--- config.mk ---
export PLATFORM = sky130hd
export DESIGN_NAME = ps2_host_line_interface_flat
export DESIGN_NICKNAME = d
export VERILOG_FILES = /design/src/hw/rtl/ps2h_pkg.sv /design/src/hw/rtl/ps2h_item_if.sv /design/src/hw/rtl/ps2h_result_if.sv /design/src/hw/rtl/ps2h_cfg_if.sv /design/src/hw/rtl/ps2_host_line_interface.sv /design/src/flat_wrapper.sv
export VERILOG_INCLUDE_DIRS = /design/src /design/src/hw/rtl
export SDC_FILE = /design/constraint.sdc
export NUM_CORES = 1
export LEC_CHECK = 0
export ABC_CLOCK_PERIOD_IN_PS = 3300
export BUFFER_PORTS_ARGS = -buffer_cell sky130_fd_sc_hd__buf_2
export CAP_MARGIN = 40
export CORE_ASPECT_RATIO = 1.4
export CORE_UTILIZATION = 55
export DETAILED_ROUTE_END_ITERATION = 12
export PLACE_DENSITY = 0.76
export SYNTH_ARGS = -nofsm -noshare
export SYNTH_HDL_FRONTEND = slang
export SYNTH_SLANG_ARGS = --single-unit
--- constraint.sdc ---
create_clock -name clk -period 3.3 [get_ports clk]
set_input_delay 0.66 -clock clk [delete_from_list [all_inputs] [get_ports clk]]
set_output_delay 0.66 -clock clk [all_outputs]
set_load 0.05 [all_outputs]
--- src/hw/rtl/ps2_host_line_interface_defines.svh ---
// Assertion macros used by the PS/2 host line interface RTL.
`ifndef PS2_HOST_LINE_INTERFACE_DEFINES_SVH
`define PS2_HOST_LINE_INTERFACE_DEFINES_SVH

// Same-cycle implication, checked outside reset.
`define PS2H_ASSERT_NOW(label, clk, rst, ante, cons) \
  label: assert property (@(posedge clk) disable iff (rst) (ante) |-> (cons)) \
    else $error("ps2h assertion failed");

// Next-cycle implication, checked outside reset.
`define PS2H_ASSERT_NEXT(label, clk, rst, ante, cons) \
  label: assert property (@(posedge clk) disable iff (rst) (ante) |=> (cons)) \
    else $error("ps2h assertion failed");

`endif

--- src/hw/rtl/ps2h_pkg.sv ---
// Types and constants of the PS/2 host line interface.
package ps2h_pkg;

  localparam int unsigned TickW = 16;
  localparam int unsigned TimeoutW = 20;
  localparam int unsigned ByteW = 8;
  localparam int unsigned BitCntW = 4;
  localparam int unsigned CfgIdxW = 2;
  localparam int unsigned CfgDataW = 20;

  localparam logic [TickW-1:0] InhibitReset = 16'd100;
  localparam logic [TickW-1:0] SetupReset = 16'd10;
  localparam logic [TimeoutW-1:0] TimeoutReset = 20'd100000;
  localparam logic [BitCntW-1:0] BitsPerByte = 4'd8;

  typedef enum logic [CfgIdxW-1:0] {
    REG_INHIBIT = 2'd0,
    REG_SETUP   = 2'd1,
    REG_TIMEOUT = 2'd2
  } reg_idx_t;

  typedef enum logic [19:0] {
    PH_IDLE       = 20'h00001,
    PH_INHIBIT    = 20'h00002,
    PH_SETUP      = 20'h00004,
    PH_T_BIT_LO   = 20'h00008,
    PH_T_BIT_HI   = 20'h00010,
    PH_T_PAR_LO   = 20'h00020,
    PH_T_PAR_HI   = 20'h00040,
    PH_T_STP_LO   = 20'h00080,
    PH_T_STP_HI   = 20'h00100,
    PH_T_ACK_DLO  = 20'h00200,
    PH_T_ACK_CLO  = 20'h00400,
    PH_T_ACK_CHI  = 20'h00800,
    PH_T_ACK_DHI  = 20'h01000,
    PH_R_START_HI = 20'h02000,
    PH_R_BIT_LO   = 20'h04000,
    PH_R_BIT_HI   = 20'h08000,
    PH_R_PAR_LO   = 20'h10000,
    PH_R_PAR_HI   = 20'h20000,
    PH_R_STP_LO   = 20'h40000,
    PH_R_STP_HI   = 20'h80000
  } phase_t;

  typedef struct packed {
    logic             clk_drive_low;
    logic             data_drive_low;
    logic             rx_valid;
    logic [ByteW-1:0] rx_byte;
    logic             tx_done;
    logic             timed_out;
    logic             busy_res;
  } result_t;

endpackage

--- src/hw/rtl/ps2h_item_if.sv ---
// Input channel of the PS/2 host line interface: one line sample or command per beat.
interface ps2h_item_if;
  logic                       valid;
  logic                       ready;
  logic                       cmd;
  logic [ps2h_pkg::ByteW-1:0] tx_byte;
  logic                       clk_in;
  logic                       data_in;

  modport source (output valid, cmd, tx_byte, clk_in, data_in, input ready);
  modport sink (input valid, cmd, tx_byte, clk_in, data_in, output ready);
endinterface

--- src/hw/rtl/ps2h_result_if.sv ---
// Result channel of the PS/2 host line interface: line drives and status per beat.
interface ps2h_result_if;
  logic                       valid;
  logic                       ready;
  logic                       clk_drive_low;
  logic                       data_drive_low;
  logic                       rx_valid;
  logic [ps2h_pkg::ByteW-1:0] rx_byte;
  logic                       tx_done;
  logic                       timed_out;
  logic                       busy_res;

  modport source (output valid, clk_drive_low, data_drive_low, rx_valid, rx_byte,
                  tx_done, timed_out, busy_res, input ready);
  modport sink (input valid, clk_drive_low, data_drive_low, rx_valid, rx_byte,
                tx_done, timed_out, busy_res, output ready);
endinterface

--- src/hw/rtl/ps2h_cfg_if.sv ---
// Configuration write channel of the PS/2 host line interface.
interface ps2h_cfg_if;
  logic                          valid;
  logic                          ready;
  logic [ps2h_pkg::CfgIdxW-1:0]  index;
  logic [ps2h_pkg::CfgDataW-1:0] data;

  modport source (output valid, index, data, input ready);
  modport sink (input valid, index, data, output ready);
endinterface

--- src/hw/rtl/ps2_host_line_interface.sv ---
// PS/2 host line engine: send and receive frames stepped once per sampled tick.
//
//   channel  | dir | payload
//   ---------+-----+-------------------------------------------------------------
//   item     | in  | cmd, tx_byte, clk_in, data_in
//   result   | out | clk_drive_low, data_drive_low, rx_valid, rx_byte, tx_done,
//            |     | timed_out, busy_res
//   cfg      | in  | index (0 inhibit, 1 setup, 2 timeout), data
//
// Every accepted item beat produces exactly one result beat, in the cycle after it is accepted.
// The frame state and the result register update in the same clock edge, so a new
// item can be taken every cycle while the result side takes its beats; the rate is one beat per cycle.
// A stalled result holds in the output register; item.ready drops only while that
// register is full and not being taken. Configuration writes are always accepted.
// Reset (rst, synchronous) returns the engine to idle with both lines released
// and the timing registers at 100, 10 and 100000 ticks.
`include "ps2_host_line_interface_defines.svh"

module ps2_host_line_interface (
  input  logic             clk,
  input  logic             rst,
  ps2h_item_if.sink        item,
  ps2h_result_if.source    result,
  ps2h_cfg_if.sink         cfg
);

  // Timing registers.
  logic [ps2h_pkg::TickW-1:0]    inhibit_ticks;
  logic [ps2h_pkg::TickW-1:0]    setup_ticks;
  logic [ps2h_pkg::TimeoutW-1:0] timeout_ticks;

  // Frame state and its next values.
  ps2h_pkg::phase_t               phase, phase_next;
  logic [ps2h_pkg::BitCntW-1:0]   bit_count, bit_count_next;
  logic [ps2h_pkg::ByteW-1:0]     shift_reg, shift_reg_next;
  logic                           parity_acc, parity_acc_next;
  logic [ps2h_pkg::TimeoutW-1:0]  tick_count, tick_count_next;
  logic                           data_low, data_low_next;
  logic                           clk_prev;

  // Output register.
  logic                           res_valid;
  ps2h_pkg::result_t              res, res_next;

  logic item_fire;
  logic falling;
  logic wait_met;
  logic rv, done, to;

  assign cfg.ready  = 1'b1;
  // The output register frees up when empty or when its beat is taken this cycle.
  assign item.ready = !res_valid || result.ready;
  assign item_fire  = item.valid && item.ready;

  always_ff @(posedge clk) begin
    if (rst) begin
      inhibit_ticks <= ps2h_pkg::InhibitReset;
      setup_ticks   <= ps2h_pkg::SetupReset;
      timeout_ticks <= ps2h_pkg::TimeoutReset;
    end else if (cfg.valid) begin
      case (cfg.index)
        ps2h_pkg::REG_INHIBIT: inhibit_ticks <= cfg.data[ps2h_pkg::TickW-1:0];
        ps2h_pkg::REG_SETUP:   setup_ticks   <= cfg.data[ps2h_pkg::TickW-1:0];
        ps2h_pkg::REG_TIMEOUT: timeout_ticks <= cfg.data;
        default: ;
      endcase
    end
  end

  // A falling edge is judged against the sample of the previous accepted beat.
  assign falling = clk_prev && !item.clk_in;

  // Each frame phase after setup waits on one line condition.
  always_comb begin
    case (phase)
      ps2h_pkg::PH_T_BIT_LO, ps2h_pkg::PH_T_PAR_LO, ps2h_pkg::PH_T_STP_LO,
      ps2h_pkg::PH_T_ACK_CLO, ps2h_pkg::PH_R_BIT_LO, ps2h_pkg::PH_R_PAR_LO,
      ps2h_pkg::PH_R_STP_LO:  wait_met = !item.clk_in;
      ps2h_pkg::PH_T_ACK_DLO: wait_met = !item.data_in;
      ps2h_pkg::PH_T_ACK_DHI: wait_met = item.data_in;
      default:                wait_met = item.clk_in;
    endcase
  end

  always_comb begin
    phase_next      = phase;
    bit_count_next  = bit_count;
    shift_reg_next  = shift_reg;
    parity_acc_next = parity_acc;
    tick_count_next = tick_count;
    data_low_next   = data_low;
    rv   = 1'b0;
    done = 1'b0;
    to   = 1'b0;

    if (phase == ps2h_pkg::PH_IDLE) begin
      // A command wins over a falling clock on the same tick.
      if (item.cmd) begin
        shift_reg_next  = item.tx_byte;
        parity_acc_next = 1'b1;
        bit_count_next  = '0;
        tick_count_next = ps2h_pkg::TimeoutW'(1);
        data_low_next   = 1'b0;
        phase_next      = ps2h_pkg::PH_INHIBIT;
      end else if (falling) begin
        shift_reg_next  = '0;
        bit_count_next  = '0;
        tick_count_next = '0;
        phase_next      = ps2h_pkg::PH_R_START_HI;
      end
    end else if (phase == ps2h_pkg::PH_INHIBIT) begin
      // A count of zero acts as one tick, since the count starts at one.
      if (tick_count >= ps2h_pkg::TimeoutW'(inhibit_ticks)) begin
        phase_next      = ps2h_pkg::PH_SETUP;
        tick_count_next = ps2h_pkg::TimeoutW'(1);
        data_low_next   = 1'b1;
      end else begin
        tick_count_next = tick_count + ps2h_pkg::TimeoutW'(1);
      end
    end else if (phase == ps2h_pkg::PH_SETUP) begin
      if (tick_count >= ps2h_pkg::TimeoutW'(setup_ticks)) begin
        phase_next      = ps2h_pkg::PH_T_BIT_LO;
        tick_count_next = '0;
      end else begin
        tick_count_next = tick_count + ps2h_pkg::TimeoutW'(1);
      end
    end else if (wait_met) begin
      tick_count_next = '0;
      case (phase)
        ps2h_pkg::PH_T_BIT_LO: begin
          // Present the next bit, LSB first; a one releases the data line.
          data_low_next   = !shift_reg[0];
          parity_acc_next = parity_acc ^ shift_reg[0];
          shift_reg_next  = {1'b0, shift_reg[ps2h_pkg::ByteW-1:1]};
          phase_next      = ps2h_pkg::PH_T_BIT_HI;
        end
        ps2h_pkg::PH_T_BIT_HI: begin
          bit_count_next = bit_count + ps2h_pkg::BitCntW'(1);
          phase_next     = (bit_count_next >= ps2h_pkg::BitsPerByte) ?
                           ps2h_pkg::PH_T_PAR_LO : ps2h_pkg::PH_T_BIT_LO;
        end
        ps2h_pkg::PH_T_PAR_LO: begin
          data_low_next = !parity_acc;
          phase_next    = ps2h_pkg::PH_T_PAR_HI;
        end
        ps2h_pkg::PH_T_PAR_HI: phase_next = ps2h_pkg::PH_T_STP_LO;
        ps2h_pkg::PH_T_STP_LO: begin
          data_low_next = 1'b0;
          phase_next    = ps2h_pkg::PH_T_STP_HI;
        end
        ps2h_pkg::PH_T_STP_HI: begin
          data_low_next = 1'b0;
          phase_next    = ps2h_pkg::PH_T_ACK_DLO;
        end
        ps2h_pkg::PH_T_ACK_DLO: phase_next = ps2h_pkg::PH_T_ACK_CLO;
        ps2h_pkg::PH_T_ACK_CLO: phase_next = ps2h_pkg::PH_T_ACK_CHI;
        ps2h_pkg::PH_T_ACK_CHI: phase_next = ps2h_pkg::PH_T_ACK_DHI;
        ps2h_pkg::PH_T_ACK_DHI: begin
          done           = 1'b1;
          bit_count_next = '0;
          phase_next     = ps2h_pkg::PH_IDLE;
        end
        ps2h_pkg::PH_R_START_HI: phase_next = ps2h_pkg::PH_R_BIT_LO;
        ps2h_pkg::PH_R_BIT_LO: begin
          shift_reg_next = {item.data_in, shift_reg[ps2h_pkg::ByteW-1:1]};
          phase_next     = ps2h_pkg::PH_R_BIT_HI;
        end
        ps2h_pkg::PH_R_BIT_HI: begin
          bit_count_next = bit_count + ps2h_pkg::BitCntW'(1);
          phase_next     = (bit_count_next >= ps2h_pkg::BitsPerByte) ?
                           ps2h_pkg::PH_R_PAR_LO : ps2h_pkg::PH_R_BIT_LO;
        end
        // Parity and stop bits are clocked through without a check.
        ps2h_pkg::PH_R_PAR_LO: phase_next = ps2h_pkg::PH_R_PAR_HI;
        ps2h_pkg::PH_R_PAR_HI: phase_next = ps2h_pkg::PH_R_STP_LO;
        ps2h_pkg::PH_R_STP_LO: phase_next = ps2h_pkg::PH_R_STP_HI;
        default: begin
          rv             = 1'b1;
          bit_count_next = '0;
          phase_next     = ps2h_pkg::PH_IDLE;
        end
      endcase
    end else if (tick_count >= timeout_ticks) begin
      // Give up: release both lines and go back to idle.
      to              = 1'b1;
      phase_next      = ps2h_pkg::PH_IDLE;
      data_low_next   = 1'b0;
      tick_count_next = '0;
      bit_count_next  = '0;
    end else begin
      tick_count_next = tick_count + ps2h_pkg::TimeoutW'(1);
    end
  end

  always_comb begin
    res_next.clk_drive_low  = (phase_next == ps2h_pkg::PH_INHIBIT) ||
                              (phase_next == ps2h_pkg::PH_SETUP);
    res_next.data_drive_low = (phase_next != ps2h_pkg::PH_IDLE) && data_low_next;
    res_next.rx_valid       = rv;
    res_next.rx_byte        = rv ? shift_reg : '0;
    res_next.tx_done        = done;
    res_next.timed_out      = to;
    res_next.busy_res       = (phase_next != ps2h_pkg::PH_IDLE);
  end

  always_ff @(posedge clk) begin
    if (rst) begin
      phase      <= ps2h_pkg::PH_IDLE;
      bit_count  <= '0;
      shift_reg  <= '0;
      parity_acc <= 1'b1;
      tick_count <= '0;
      data_low   <= 1'b0;
      clk_prev   <= 1'b1;
    end else if (item_fire) begin
      phase      <= phase_next;
      bit_count  <= bit_count_next;
      shift_reg  <= shift_reg_next;
      parity_acc <= parity_acc_next;
      tick_count <= tick_count_next;
      data_low   <= data_low_next;
      clk_prev   <= item.clk_in;
    end
  end

  always_ff @(posedge clk) begin
    if (rst) begin
      res_valid <= 1'b0;
    end else if (item_fire) begin
      res_valid <= 1'b1;
    end else if (result.ready) begin
      res_valid <= 1'b0;
    end
  end

  always_ff @(posedge clk) begin
    if (item_fire) begin
      res <= res_next;
    end
  end

  assign result.valid          = res_valid;
  assign result.clk_drive_low  = res.clk_drive_low;
  assign result.data_drive_low = res.data_drive_low;
  assign result.rx_valid       = res.rx_valid;
  assign result.rx_byte        = res.rx_byte;
  assign result.tx_done        = res.tx_done;
  assign result.timed_out      = res.timed_out;
  assign result.busy_res       = res.busy_res;

  // An empty output register must never hold back the item side.
  `PS2H_ASSERT_NOW(a_ready_when_empty, clk, rst, !res_valid, item.ready)
  // The bit counter never runs past one byte.
  `PS2H_ASSERT_NOW(a_bit_count_range, clk, rst, 1'b1, bit_count <= ps2h_pkg::BitsPerByte)
  // A frame end, completed or abandoned, leaves the engine idle and the lines free.
  `PS2H_ASSERT_NOW(a_end_is_idle, clk, rst,
                   result.valid && (result.tx_done || result.rx_valid || result.timed_out),
                   !result.busy_res && !result.clk_drive_low && !result.data_drive_low)
  // The host pulls the clock only during a send preamble, never while receiving.
  `PS2H_ASSERT_NOW(a_clk_drive_busy, clk, rst, result.valid && result.clk_drive_low,
                   result.busy_res && !result.rx_valid)
  // A timeout always lands in idle on the next edge after it is taken in.
  `PS2H_ASSERT_NEXT(a_timeout_idle, clk, rst, item_fire && to,
                    phase == ps2h_pkg::PH_IDLE)

endmodule
--- src/flat_wrapper.sv ---
// flat-port wrapper written by rule: the top's interface ports become plain ports
module ps2_host_line_interface_flat 
  (clk, rst, item_valid, item_cmd, item_tx_byte, item_clk_in, item_data_in, item_ready, result_valid, result_clk_drive_low, result_data_drive_low, result_rx_valid, result_rx_byte, result_tx_done, result_timed_out, result_busy_res, result_ready, cfg_valid, cfg_index, cfg_data, cfg_ready);
  ps2h_item_if item_i ();
  ps2h_result_if result_i ();
  ps2h_cfg_if cfg_i ();
  input  logic clk;
  input  logic rst;
  input wire logic [$bits(item_i.valid)-1:0] item_valid;
  input wire logic [$bits(item_i.cmd)-1:0] item_cmd;
  input wire logic [$bits(item_i.tx_byte)-1:0] item_tx_byte;
  input wire logic [$bits(item_i.clk_in)-1:0] item_clk_in;
  input wire logic [$bits(item_i.data_in)-1:0] item_data_in;
  output wire logic [$bits(item_i.ready)-1:0] item_ready;
  output wire logic [$bits(result_i.valid)-1:0] result_valid;
  output wire logic [$bits(result_i.clk_drive_low)-1:0] result_clk_drive_low;
  output wire logic [$bits(result_i.data_drive_low)-1:0] result_data_drive_low;
  output wire logic [$bits(result_i.rx_valid)-1:0] result_rx_valid;
  output wire logic [$bits(result_i.rx_byte)-1:0] result_rx_byte;
  output wire logic [$bits(result_i.tx_done)-1:0] result_tx_done;
  output wire logic [$bits(result_i.timed_out)-1:0] result_timed_out;
  output wire logic [$bits(result_i.busy_res)-1:0] result_busy_res;
  input wire logic [$bits(result_i.ready)-1:0] result_ready;
  input wire logic [$bits(cfg_i.valid)-1:0] cfg_valid;
  input wire logic [$bits(cfg_i.index)-1:0] cfg_index;
  input wire logic [$bits(cfg_i.data)-1:0] cfg_data;
  output wire logic [$bits(cfg_i.ready)-1:0] cfg_ready;
  assign item_i.valid = item_valid;
  assign item_i.cmd = item_cmd;
  assign item_i.tx_byte = item_tx_byte;
  assign item_i.clk_in = item_clk_in;
  assign item_i.data_in = item_data_in;
  assign item_ready = item_i.ready;
  assign result_valid = result_i.valid;
  assign result_clk_drive_low = result_i.clk_drive_low;
  assign result_data_drive_low = result_i.data_drive_low;
  assign result_rx_valid = result_i.rx_valid;
  assign result_rx_byte = result_i.rx_byte;
  assign result_tx_done = result_i.tx_done;
  assign result_timed_out = result_i.timed_out;
  assign result_busy_res = result_i.busy_res;
  assign result_i.ready = result_ready;
  assign cfg_i.valid = cfg_valid;
  assign cfg_i.index = cfg_index;
  assign cfg_i.data = cfg_data;
  assign cfg_ready = cfg_i.ready;
  ps2_host_line_interface u_core (.clk(clk), .rst(rst), .item(item_i), .result(result_i), .cfg(cfg_i));
endmodule
==> flow_summary_export.csv, run 1 <==
group,metric,value,unit
outcome,status,"complete, no violations",
sta,rsz0062_at_grt,"true",
finish,insertedDiodeCount,0,
detailed_routing,drc,0,
hold_path,hold_class,"input port to register",
job,max_cap_viol_count,0,
placement,dp_worst_setup_slack,0.0443,ns
synth,synthesis.nets,970,
detailed_routing,via_per_inst,5.95,
sta,worst_slew_pin_slew,0.863,ns
global_routing,track_usage,29.5,%
floorplan,die_y,138,um
floorplan,ios,55,
synth,synthesis.area,0.00724,sq mm
critical_path,worst_setup_path_end_kind,"register",
detailed_routing,wl_per_cell,17.2,um
critical_path,critPathArrivalTime,3.40,ns
cts,cts.path.max_buffers,2,
synth,seq_area_frac_synth,35.7,%
critical_path,critical_path_required,3.43,ns
finish,top_regs,"u_core.phase: 20 flops, u_core.tick_count: 20 flops, u_core.timeout_ticks: 20 flops",
cts,clk_pin_slew,0.06,ns
detailed_routing,drtAntennaViolNets,0,
synth,ys_ff_latch,122,
placement,dpl_cell_area,0.00796,sq mm
global_routing,antenna_found_initial,0,
sta,fin_ws,0.0272,ns
sta,fin_skew,0.0119,ns
global_routing,grt_overflow_total,0,
floorplan,die_width,99.0,um
sta,fmax,306,MHz
cts,numCtsBuffers,17,
finish,fin_nets,1065,
global_routing,grt_pass1_wl,31.3,mm
floorplan,start_util,56.5,%
synth,synth_area_per_cell,8.25,sq um
power,cellLeakagePower,3.78,nW
finish,finish.instance_area,0.00867,sq mm
detailed_routing,num_vias,6772,
floorplan,coreArea,0.0128,sq mm
sta,hold_viol,0,
synth,synth_cells,878,
global_routing,grt_pass1_vias,6542,
synth,synth_edf_count,14,
sta,min_period_over_period,99.2,%
sta,period_minus_slack,3.27,ns
cts,tritoncts,"done",
detailed_routing,drt-pass1-iter-count,8,
placement,dp_hpwl,14.4,mm
sta,slew-limit-headroom,41.9,%
detailed_routing,drt_iter0_markers,328,
placement,gp_congestion,0.963,
synth,ys_warn_count,0,
sta,drv_slew,0,
floorplan,std_cell_rows,49,
synth,async_flop_share,0,%
cts,clk_latency,0.42,ns
synth,ys_types,83,
sta,setup_violations,0,
power,peakVddDrop,0.447,mV
detailed_routing,wl,19.6,mm
cts,ctsRootBufferMaster,"clkbuf_16",
global_routing,grt_max_degree,58,
critical_path,startpoint_type,"register",
critical_path,cp_max_fo,6,
synth,synthFlopType,"dfxtp_1",
finish,area_delta_synth_final,19.7,%
finish,final_layout_size_suffix_gt1_share,19.5,%
cts,numClockSinks,122,
power,p_per_area,457,mW/mm^2
critical_path,critical_path_class,"register to register",
floorplan,die-area,0.0136,sq mm
cts,cts.htree.levels,4,
placement,io_buffer_count,53,
## cell type report
class	count	area, sq um
inverter	62	233
timing repair buffer	121	788
sequential	122	2580
clock buffer	17	425
multi-input combinational	649	4280
fill	1073	4150
clock inverter	15	164
tap	153	191
## critical path, cell delays in order (launching register included)
cell      delay, ns
dfxtp_1        0.30
or4_1          0.66
buf_4          0.22
nor4_1         0.29
nand4b_1       0.27
mux2_4         0.41
buf_4          0.16
mux2_1         0.32
o22ai_1        0.26
a211oi_1       0.11
## what timing repair did
action	CTS	global route
resized for setup	2	10
hold buffers	0	0
cloned	0	1
buffers inserted	0	5
hold endpoints to repair	0	0
endpoints found under the setup margin	1	12
pin swaps	0	6
## cells by family (layout without fill, tap and decap cells)
| logic type | Yosys count | count (layout) | synth area share (%) |
|---|---|---|---|
| XOR/XNOR | 23 | 23 | 2.78 |
| flip-flops | 122 | 122 | 35.7 |
| AO/OA/AOI/OAI | 183 | 183 | 17.1 |
| other | 1 | 1 | 0.0518 |
| AND/OR/NAND/NOR | 374 | 374 | 26.8 |
| adder cells (fa/ha/maj) | 54 | 54 | 9.33 |
| multiplexers | 13 | 14 | 1.94 |
| buffers and inverters | 108 | 215 | 6.38 |
## cell usage after synthesis (all sizes together), types with 6 or more instances
cell type / n / area share [%]
nand2: 148 / 7.7
dfxtp: 108 / 30
nor2: 68 / 3.6
a21oi: 64 / 4.6
inv: 61 / 3.2
ha: 54 / 9.3
o21ai: 35 / 2.5
clkbuf: 31 / 1.6
a21o: 20 / 2.1
nand3: 20 / 1.6
nor4: 17 / 2.0
a211o: 15 / 1.8
buf: 15 / 1.6
nand4: 15 / 1.3
edfxtp: 14 / 5.8
xor2: 14 / 1.7
nor3: 13 / 1.0
and3: 12 / 1.0
or4: 12 / 1.4
mux2i: 11 / 1.6
and2: 10 / 0.86
nand2b: 10 / 0.86
xnor2: 9 / 1.1
nor3b: 8 / 0.83
a211oi: 7 / 0.73
and4: 7 / 0.85
nand3b: 7 / 0.73
nor4b: 7 / 0.93
nor2b: 6 / 0.52
## through the flow
step                power (W)  util [%]  cells  TNS [ns]  hold slack, ns
global placement      0.00211      62.1   1101         0           0.441
floorplan             0.00196         -    878         0           0.430
detailed placement    0.00211      62.1   1101         0           0.447
global route          0.00408      67.6   1139   -0.0511           0.463
finish                0.00396      67.6   1139         0           0.447
CTS                   0.00396      66.8   1133         0           0.445
## power breakdown
part           internal [W]  switching (W)
registers           0.00155      0.0000210
logic              0.000188       0.000343
clock network       0.00113       0.000732
total               0.00286        0.00110
## routing by layer
| layer | global-route usage [%] | up-vias | routed length (um) |
|---|---|---|---|
| li1 | - | 3295 | - |
| met1 | 31.9 | 3208 | 7660 |
| met2 | 54.9 | 202 | 10100 |
| met3 | 3.81 | 67 | 809 |
| met4 | 17.3 | 0 | 1030 |
| met5 | 0 | - | 0 |
## placed cells by master (no fill, tap or decap), types with 6 or more instances in the layout
cell type and count:
a211o_1 15, a211oi_1 7, a21o_1 20, a21oi_1 63, and2_1 10, and3_1 12, and4_1 7, buf_2 53
buf_4 67, clkbuf_16 17, dfxtp_1 108, edfxtp_1 14, ha_1 54, inv_1 61, inv_6 6, mux2i_1 10
nand2_1 148, nand2b_1 10, nand3_1 17, nand3b_1 7, nand4_1 15, nor2_1 67, nor2b_1 6, nor3_1 11
nor3b_1 6, nor4_1 11, nor4b_1 6, o21ai_0 31, or4_1 8, xnor2_1 9, xor2_1 14
## final timing paths
path	cells after the start	slack [ns]	from	end
worst max-delay path	9	0.03	u_core.phase[12]$_SDFFE_PP0P_	u_core.result.data_drive_low$_DFFE_PP_
worst max register to register	9	0.03	u_core.phase[12]$_SDFFE_PP0P_	u_core.result.data_drive_low$_DFFE_PP_
worst min-delay path	2	0.45	cfg_data[16]	u_core.timeout_ticks[16]$_SDFFE_PP1P_
worst min register to register	2	0.45	u_core.setup_ticks[6]$_SDFFE_PP0P_	u_core.setup_ticks[6]$_SDFFE_PP0P_
No activity file was read; power rests on OpenSTA's default activity.
==> inputs of run 2 (changes only) <==
--- a/config.mk
+++ b/config.mk
@@ -9,10 +9,11 @@
 export ABC_CLOCK_PERIOD_IN_PS = 3300
 export BUFFER_PORTS_ARGS = -buffer_cell sky130_fd_sc_hd__buf_2
 export CAP_MARGIN = 40
-export CORE_ASPECT_RATIO = 1.4
 export CORE_UTILIZATION = 55
 export DETAILED_ROUTE_END_ITERATION = 12
 export PLACE_DENSITY = 0.76
+export RECOVER_POWER = 100
+export SETUP_SLACK_MARGIN = 0.2
 export SYNTH_ARGS = -nofsm -noshare
 export SYNTH_HDL_FRONTEND = slang
 export SYNTH_SLANG_ARGS = --single-unit
==> run 2 against run 1 <==
  * The run now ends with max-capacitance violations, max-slew violations left
  * Maximum frequency increased by 0.36%
  * Clock-buffer cell count increased by 5
  * Critical endpoint is now u_core.phase[13]$_SDFFE_PP0P_
  * Power increased by 3.5%
  * Clock power increased by 4%
  * Utilization increased by 2.6 points
  * Cell count increased by 3.8%
  * Via count increased by 1.9%
  * Highest routed layer unchanged
==> flow_summary_export.csv, run 2 (same netlist as run 1, synthesis figures left out) <==
group,metric,value,unit
finish,fin_nets,1089,
placement,io_buffer_count,53,
cts,numClockSinks,122,
sta,min_period_over_period,98.8,%
power,pwr-share-comb,14.2,%
power,cellLeakagePower,3.85,nW
hold_path,hold_class,"input port to register",
power,p_int,0.00300,W
finish,fillers,1087,
finish,top_regs,"u_core.phase: 20 flops, u_core.tick_count: 20 flops, u_core.timeout_ticks: 20 flops",
finish,insertedDiodeCount,0,
sta,hold_slack,0.438,ns
global_routing,grt_overflow_total,0,
power,p_per_area,458,mW/mm^2
detailed_routing,wl,20.3,mm
cts,clk_latency,0.42,ns
finish,multiInputGateArea,0.00433,sq mm
critical_path,critPathArrivalTime,3.52,ns
power,clkPwrFrac,47.4,%
hold_path,hold_start,"cfg_data[16]",
finish,final_layout_size_suffix_gt1_share,19.6,%
critical_path,r2r_start,"u_core.phase[1]$_SDFFE_PP0P_",
placement,dp.cells,1135,
critical_path,crit_path_start,"u_core.phase[1]$_SDFFE_PP0P_",
critical_path,worstPathCellList,"or4_4, nor4_4, buf_4, a22oi_2, nand4b_1, mux2i_4, buf_12, nand3_2, nand3_1, nor2_1, o21ai_0",
critical_path,path_delay_family,"simple AND/OR/NAND/NOR gates",
critical_path,startpoint_type,"register",
global_routing,grt_pass1_wl,32.5,mm
detailed_routing,drtAntennaViolNets,0,
finish,layout_commonest_cell,"nand2_1",
floorplan,die_width,117,um
finish,area_delta_synth_final,23.5,%
floorplan,std_cell_rows,41,
finish,ff_latch_area,0.00258,sq mm
floorplan,die_y,117,um
sta,slew-limit-headroom,-10.3,%
detailed_routing,via_per_inst,5.84,
cts,tritoncts,"done",
cts,clk_pin_slew,0.06,ns
sta,hold_viol,0,
detailed_routing,num_vias,6898,
outcome,status,"complete, but fails checks",
sta,worst_slew_pin_slew,1.66,ns
floorplan,ios,55,
detailed_routing,wl_per_cell,17.2,um
detailed_routing,drc,0,
placement,gp_congestion,0.998,
critical_path,cp_slowest_cell,"or4_4",
sta,fin_skew,0.00781,ns
cts,cts_hold_buf,0,
placement,dp_hpwl,14.2,mm
detailed_routing,drt-pass1-iter-count,5,
cts,ctsRootBufferMaster,"clkbuf_16",
power,netSwitchingFraction,26.9,%
critical_path,worst_setup_path_end_kind,"register",
critical_path,critical_path_class,"register to register",
critical_path,worst-path-buf-inv,2,
job,max_cap_viol_count,1,
detailed_routing,drt_iter0_markers,522,
critical_path,cp_max_fo,4,
finish,final_cell_mix,"147 x nand2_1, 108 x dfxtp_1, 73 x buf_4",
cts,cts.htree.levels,4,
finish,final_cells,1182,
sta,setup_violations,0,
global_routing,grt_max_degree,34,
critical_path,crit_path_max_incr_delay,0.60,ns
outcome,violations,"max-capacitance violations, max-slew violations",
cts,cts.path.max_buffers,2,
sta,fmax,307,MHz
power,power_switching,0.00110,W
sta,rsz0062_at_grt,"true",
global_routing,grt_pass1_vias,6789,
floorplan,coreArea,0.0127,sq mm
sta,drv_slew,34,
power,peakVddDrop,0.381,mV
global_routing,antenna_found_initial,0,
floorplan,die-area,0.0136,sq mm
sta,period_minus_slack,3.26,ns
cts,numCtsBuffers,17,
global_routing,track_usage,31.4,%
floorplan,start_util,56.9,%
power,p_seq_share,38.4,%
finish,utilization,70.3,%
critical_path,critical_path_required,3.56,ns
==> run 2: final cells by class <==
cell class              count  share of cell area (%)
multi-input cells         648                    48.4
well taps                 172                    2.41
repair buffers            146                    10.7
clock inverters            10                    1.41
clock buffers              22                    5.54
inverters                  62                    2.60
flip-flops and latches    122                    28.9
==> run 2: routing by layer <==
metal,routed length (um),GRT usage (%),part of all wire [%]
met5,0,0,0
met4,775,15.4,3.8
met3,1140,6.95,5.6
met2,9850,54.0,49
met1,8540,36.9,42
==> run 2: per-stage QoR <==
| step | cell area [sq um] | total power (W) | TNS [ns] | setup slack, ns |
|---|---|---|---|---|
| 2_1_floorplan | 7260 | 0.00196 | 0 | 0.191 |
| 4_1_cts | 8920 | 0.00410 | 0 | 0.141 |
| 3_3_place_gp | 8130 | 0.00213 | 0 | 0.102 |
| 5_1_grt | 8940 | 0.00423 | -0.00946 | -0.00946 |
| 3_5_place_dp | 8140 | 0.00214 | 0 | 0.0217 |
| 6_report | 8940 | 0.00410 | 0 | 0.0389 |
==> run 2: path summary, 6_finish.rpt <==
check	end	slack (ns)	cells past startpoint
max	u_core.phase[13]$_SDFFE_PP0P_	0.04	11
min	u_core.timeout_ticks[16]$_SDFFE_PP1P_	0.44	2
max reg2reg	u_core.phase[13]$_SDFFE_PP0P_	0.04	11
min reg2reg	u_core.inhibit_ticks[15]$_SDFFE_PP0P_	0.45	2
==> run 2: what timing repair did <==
action / in CTS / in global routing
setup endpoints to repair: 19 / 55
gates resized for setup: 12 / 30
pin swaps: 8 / 13
buffers inserted: 12 / 3
==> run 2: worst register-to-register path, cell delays in order, from the launching register on <==
cell and delay [ns]:
dfxtp_1 0.31, or4_4 0.60, nor4_4 0.34, buf_4 0.18, a22oi_2 0.07, nand4b_1 0.25
mux2i_4 0.36, buf_12 0.15, nand3_2 0.09, nand3_1 0.20, nor2_1 0.12, o21ai_0 0.44
==> run 2: power by group through the flow <==
stage	Sequential, W	Combinational (W)	Clock (W)
floorplan	0.00165	0.000313	0
global placement	0.00160	0.000529	0
detailed placement	0.00160	0.000537	0
CTS	0.00157	0.000569	0.00195
global route	0.00158	0.000627	0.00202
finish	0.00157	0.000584	0.00194
